$ cat src/hdl/gdr_pkg.sv
// gdr_pkg: widths, grid constants and the queue entry type of the grid disc reveal map.
// Used by gdr_front, gdr_back, gdr_result_q and grid_disc_reveal_map; depends on nothing.
`default_nettype none

package gdr_pkg;

    // Grid shape; the column count must be a power of two (row/column split is a bit split).
    localparam int unsigned GRID_COLS  = 128;
    localparam int unsigned GRID_ROWS  = 128;
    localparam int unsigned CELL_TOTAL = GRID_COLS * GRID_ROWS;
    localparam int unsigned COL_BITS   = $clog2(GRID_COLS);
    localparam int unsigned ADDR_W     = $clog2(CELL_TOTAL);

    localparam int unsigned IDX_W  = 14;
    localparam int unsigned RQ_W   = 8;
    localparam int unsigned FRAC_W = 4;
    localparam int unsigned SPAN_W = RQ_W - FRAC_W;
    localparam int unsigned OFF_W  = SPAN_W + 1;
    localparam int unsigned LIM_W  = 2 * RQ_W;
    localparam int unsigned SQ_W   = 2 * SPAN_W;
    localparam int unsigned SUM_W  = SQ_W + 1;
    localparam int unsigned D2_W   = SUM_W + 2 * FRAC_W;
    localparam int unsigned ROW_W  = IDX_W - COL_BITS;
    localparam int unsigned MARK_W = IDX_W + 1;

    localparam int unsigned ROWS_CMP_W = $clog2(GRID_ROWS) + 1;
    localparam int unsigned X_BASE_W   = (COL_BITS > OFF_W) ? COL_BITS : OFF_W;
    localparam int unsigned X_W        = X_BASE_W + 2;
    localparam int unsigned Z_BASE_A   = (ROW_W > OFF_W) ? ROW_W : OFF_W;
    localparam int unsigned Z_BASE_W   = (Z_BASE_A > ROWS_CMP_W) ? Z_BASE_A : ROWS_CMP_W;
    localparam int unsigned Z_W        = Z_BASE_W + 2;

    localparam int unsigned CMDQ_DEPTH = 2;
    localparam int unsigned CMDQ_PTR_W = $clog2(CMDQ_DEPTH);
    localparam int unsigned CMDQ_CNT_W = $clog2(CMDQ_DEPTH + 1);
    localparam int unsigned RESQ_DEPTH = 2;
    localparam int unsigned RESQ_PTR_W = $clog2(RESQ_DEPTH);
    localparam int unsigned RESQ_CNT_W = $clog2(RESQ_DEPTH + 1);

    typedef enum logic {
        ACT_REVEAL = 1'b0,
        ACT_READ   = 1'b1
    } action_t;

    typedef struct packed {
        action_t                 action;
        logic [IDX_W-1:0]        idx;
        logic [COL_BITS-1:0]     col;
        logic [ROW_W-1:0]        row;
        logic [SPAN_W-1:0]       span;
        logic [OFF_W-1:0]        span2;
        logic [LIM_W-1:0]        lim;
        logic                    in_range;
        logic                    m1_ok;
        logic                    m2_ok;
    } cmd_t;

endpackage

`default_nettype wire

$ cat src/hdl/gdr_result_q.sv
// gdr_result_q: short result queue that holds lit bits until the consumer pops them.
// Depends on gdr_pkg.
`default_nettype none

module gdr_result_q (
    input  wire logic   clk,
    input  wire logic   rst_n,
    input  wire logic   res_push,
    input  wire logic   res_lit,
    output logic        res_room,
    output logic        empty,
    input  wire logic   pop,
    output logic        lit
);

    localparam int unsigned DEPTH = gdr_pkg::RESQ_DEPTH;
    localparam int unsigned PW    = gdr_pkg::RESQ_PTR_W;
    localparam int unsigned CW    = gdr_pkg::RESQ_CNT_W;

    logic            q_mem [DEPTH];
    logic [PW-1:0]   wr_ptr_reg, wr_ptr_next;
    logic [PW-1:0]   rd_ptr_reg, rd_ptr_next;
    logic [CW-1:0]   cnt_reg, cnt_next;
    logic            do_push;
    logic            do_pop;

    assign res_room = (cnt_reg != CW'(DEPTH));
    assign empty    = (cnt_reg == '0);
    assign lit      = q_mem[rd_ptr_reg];
    assign do_push  = res_push && res_room;
    assign do_pop   = pop && !empty;

    always_comb
    begin
        wr_ptr_next = wr_ptr_reg;
        rd_ptr_next = rd_ptr_reg;
        cnt_next    = cnt_reg;
        if (do_push)
        begin
            wr_ptr_next = (wr_ptr_reg == PW'(DEPTH - 1)) ? '0 : wr_ptr_reg + PW'(1);
        end
        if (do_pop)
        begin
            rd_ptr_next = (rd_ptr_reg == PW'(DEPTH - 1)) ? '0 : rd_ptr_reg + PW'(1);
        end
        if (do_push && !do_pop)
        begin
            cnt_next = cnt_reg + CW'(1);
        end
        else if (do_pop && !do_push)
        begin
            cnt_next = cnt_reg - CW'(1);
        end
    end

    always_ff @(posedge clk or negedge rst_n)
    begin
        if (!rst_n)
        begin
            wr_ptr_reg <= '0;
            rd_ptr_reg <= '0;
            cnt_reg    <= '0;
        end
        else
        begin
            wr_ptr_reg <= wr_ptr_next;
            rd_ptr_reg <= rd_ptr_next;
            cnt_reg    <= cnt_next;
        end
    end

    always_ff @(posedge clk)
    begin
        if (do_push)
        begin
            q_mem[wr_ptr_reg] <= res_lit;
        end
    end

endmodule

`default_nettype wire

$ cat config.mk
export PLATFORM = sky130hd
export DESIGN_NAME = gdr_result_q
export DESIGN_NICKNAME = d
export VERILOG_FILES = /design/src/hdl/gdr_pkg.sv /design/src/hdl/gdr_result_q.sv
export SDC_FILE = /design/constraint.sdc
export NUM_CORES = 1
export LEC_CHECK = 0
export BUFFER_PORTS_ARGS = -buffer_cell sky130_fd_sc_hd__buf_4
export CORE_AREA = 2 2 39 41
export CTS_CLUSTER_DIAMETER = 80
export CTS_CLUSTER_SIZE = 24
export DETAILED_ROUTE_END_ITERATION = 8
export DIE_AREA = 0 0 41 43
export HOLD_SLACK_MARGIN = 0.03
export PLACE_DENSITY = 0.39
export SYNTH_ARGS = -nofsm -noshare
export SYNTH_HDL_FRONTEND = slang
export SYNTH_SLANG_ARGS = --single-unit
$ cat constraint.sdc
create_clock -name clk -period 1.75 [get_ports clk]
set_input_delay 0.175 -clock clk [delete_from_list [all_inputs] [get_ports clk]]
set_output_delay 0.175 -clock clk [all_outputs]
set_load 0.005 [all_outputs]
==> results.rst <==
.. list-table::
   :header-rows: 1

   * - Metric
     - Value
   * - Outcome
     - completed
   * - Total DRC errors in the routed layout
     - 0
   * - First-pass iteration count of the detailed router
     - 1
   * - Num Clock Sinks
     - 6
   * - Total routing usage reported by global routing
     - 6.87%
   * - Number of placement rows
     - 14
   * - Peak supply drop
     - 537 uV
   * - Final period util
     - 83.7%
   * - Buf/Inv on CP
     - 1
   * - Total power of the final layout
     - 0.652 mW
   * - Unrepaired setup endpoints after global routing
     - false
   * - Source-to-sink clock delay at the later pin of the worst-skew pair
     - 0.25 ns
   * - Num CTS Buffers
     - 3
   * - Antenna cells
     - 0
   * - Warning count from the yosys run
     - 0
   * - Reg-to-reg critical path startpoint
     - cnt_reg[0]
   * - Pin count of the biggest net entering global routing
     - 6
   * - CP Launch Point
     - cnt_reg[0]
   * - Peak clock frequency supported by timing
     - 683 MHz
   * - EDFF count, synth
     - 2
   * - Root buffer cell
     - clkbuf_4
   * - Slowest cell delay on critical path
     - 0.42 ns
   * - Initial core utilization
     - 19.4%
   * - Die outline area
     - 0.00176 mm^2
   * - Final setup TNS
     - 0 ns
   * - Setup crit start kind
     - register
   * - Flip-flop cell with the highest count after synthesis
     - dfrtp_1
   * - Final Net Count
     - 40
   * - First-pass GRT wire length
     - 662 um
   * - Most repeated cell in the gate-level netlist after synthesis
     - dfrtp_1
   * - Critical Path, Cell by Cell
     - nand2b_2, nand2_2, inv_1, ha_1, xor2_1, nor2_1, xor2_1
   * - Worst clock skew
     - 0.00307 ns
   * - Slew Viols, Final
     - 0
   * - Final HPWL from detailed placement
     - 335 um
   * - Antenna Nets Post-Route
     - 0
   * - Gpl congestion
     - 0.761
   * - Area of the placeable core
     - 0.00138 mm^2
   * - Synthesized cell area
     - 269 um^2
   * - Most used standard cells in the synthesized netlist
     - 4 x dfrtp_1, 3 x nor2_1, 3 x xnor2_1, 2 x edfxtp_1, 2 x xor2_1
   * - Cell type of the slowest stage on the worst timing path
     - dfrtp_1
   * - Avg Synthesized Cell Area
     - 12.8 um^2
   * - Pre-CTS setup slack
     - 0.284 ns
   * - DR vias
     - 183
   * - Hold wc startpoint
     - res_lit
   * - Final design utilization
     - 27.3%
   * - Vias in the first global route
     - 170
   * - Placed Cells
     - 44
   * - Detailed router's first-iteration violation count
     - 0
   * - Area added between synthesis and finish
     - 40.5%
   * - Worst setup EP type
     - register
   * - Vert. Die Dim
     - 43 um
   * - Routed wire per std cell
     - 9.02 um
   * - Flops & latches, synth
     - 6
   * - Power density normalized to cell area
     - 1730 mW/mm^2
   * - Number of hold-slack violations in the final timing report
     - 0
   * - Kind of cell with the highest combined delay on the critical path
     - simple AND/OR/NAND/NOR gates
   * - Crit path top cell by count
     - xor2_1
   * - Tightest Pin Transition
     - 0.198 ns
   * - Top cell type by total area after synthesis
     - dfrtp_1
   * - Mean number of vias per cell
     - 3.73
   * - Chip width
     - 41 um
   * - Setup WS post-layout
     - 0.285 ns
   * - Count of cell types in the netlist
     - 12
   * - Final cell count without fillers
     - 49
   * - Leakage power
     - 0.171 nW
   * - Total of endpoints with negative setup slack in the final report
     - 0
   * - Share of synthesized registers carrying an async set or reset
     - 66.7%
   * - CP max FO
     - 5
   * - Remaining global-route overflow
     - 0
   * - Ports placed on the boundary
     - 8
   * - Net count after synthesis
     - 27
   * - Max-capacitance violation count
     - 0
   * - Sequential element share of the synthesized area
     - 59.5%
   * - CTS tree
     - built
   * - Buffer count from post-CTS setup fixing
     - 0
   * - Max Buffers Root-to-Sink
     - 2
   * - Largest cells by area after synthesis
     - dfrtp_1 37%, edfxtp_1 22%, xnor2_1 9.8%
   * - Hold WC Path Type
     - in2reg
   * - Reg clk slew, reported paths
     - 0.05 ns
   * - Number of port buffers
     - 7
   * - Proportion of layout cells with a drive suffix above 1
     - 39.4%
   * - WP data arrival
     - 1.63 ns
   * - Kind of critical path
     - reg2reg
   * - H-Tree Level Count
     - 1
   * - Synth top area share
     - 37.2%
   * - Relative slew slack
     - 86.7%
   * - Post-layout min period
     - 1.46 ns
   * - Initial antenna violation count
     - 0
   * - Post-Synthesis Cells
     - 21
   * - Data required time of the worst path
     - 1.91 ns
   * - WL final
     - 442 um
[through the flow]
step | instance area [um^2] | hold slack [ns]
after CTS | 378 | 0.0971
after global placement | 342 | -0.0256
after global routing | 378 | 0.102
after detailed placement | 342 | -0.0233
final | 378 | 0.112
after floorplan | 269 | -0.121
[cells in the final DEF, fill, tap and decap left out, drive strengths merged]
cell / instances
and3: 1
buf: 7
clkbuf: 4
dfrtp: 4
dlygate4sd3: 1
edfxtp: 2
ha: 1
inv: 1
mux2: 1
nand2: 1
nand2b: 1
nor2: 3
o21ai: 1
xnor2: 3
xor2: 2
[cell families after synthesis]
group	synth area share [%]
AND/OR/NAND/NOR	12.1
flip-flops	59.5
XOR/XNOR	16.3
AO/OA/AOI/OAI	1.86
buffers and inverters	1.39
multiplexers	4.19
adder cells (fa/ha/maj)	4.65
[layer usage]
| metal | routed length, um | vias to the layer above | GRT usage [%] |
|---|---|---|---|
| met4 | 0 | 0 | 10.0 |
| met2 | 225 | 4 | 7.81 |
| met1 | 189 | 84 | 6.23 |
| li1 | - | 95 | - |
| met5 | 0 | - | 0 |
| met3 | 27 | 0 | 4.71 |
[final timing paths]
check | endpoint | slack [ns] | cells past startpoint
worst min-delay path | q_mem[0] | 0.11 | 1
worst min register to register | rd_ptr_reg | 0.48 | 1
max in group asynchronous | cnt_reg[1] | 1.38 | 2
worst max register to register | cnt_reg[1] | 0.29 | 7
min in group asynchronous | wr_ptr_reg | 0.26 | 2
worst max-delay path | cnt_reg[1] | 0.29 | 7
[power breakdown]
group          total (mW)  internal (mW)  switching (mW)
combinational       0.246          0.148          0.0980
clock               0.140         0.0866          0.0536
sequential          0.266          0.211          0.0547
total               0.652          0.446           0.206
[what timing repair did]
action / CTS / global route
endpoints found under the hold margin: 4 / 0
gates resized for setup: 0 / 0
setup endpoints to repair: 0 / 0
hold buffers: 1 / 0
[area by class of cell]
type | instances | area, um^2
Sequential cell | 6 | 160
Tap cell | 16 | 20.0
Inverter | 1 | 3.75
Clock buffer | 4 | 26.3
Fill cell | 146 | 1010
Multi-Input combinational cell | 14 | 105
Timing Repair Buffer | 8 | 62.6
No activity file was read; power rests on OpenSTA's default activity.
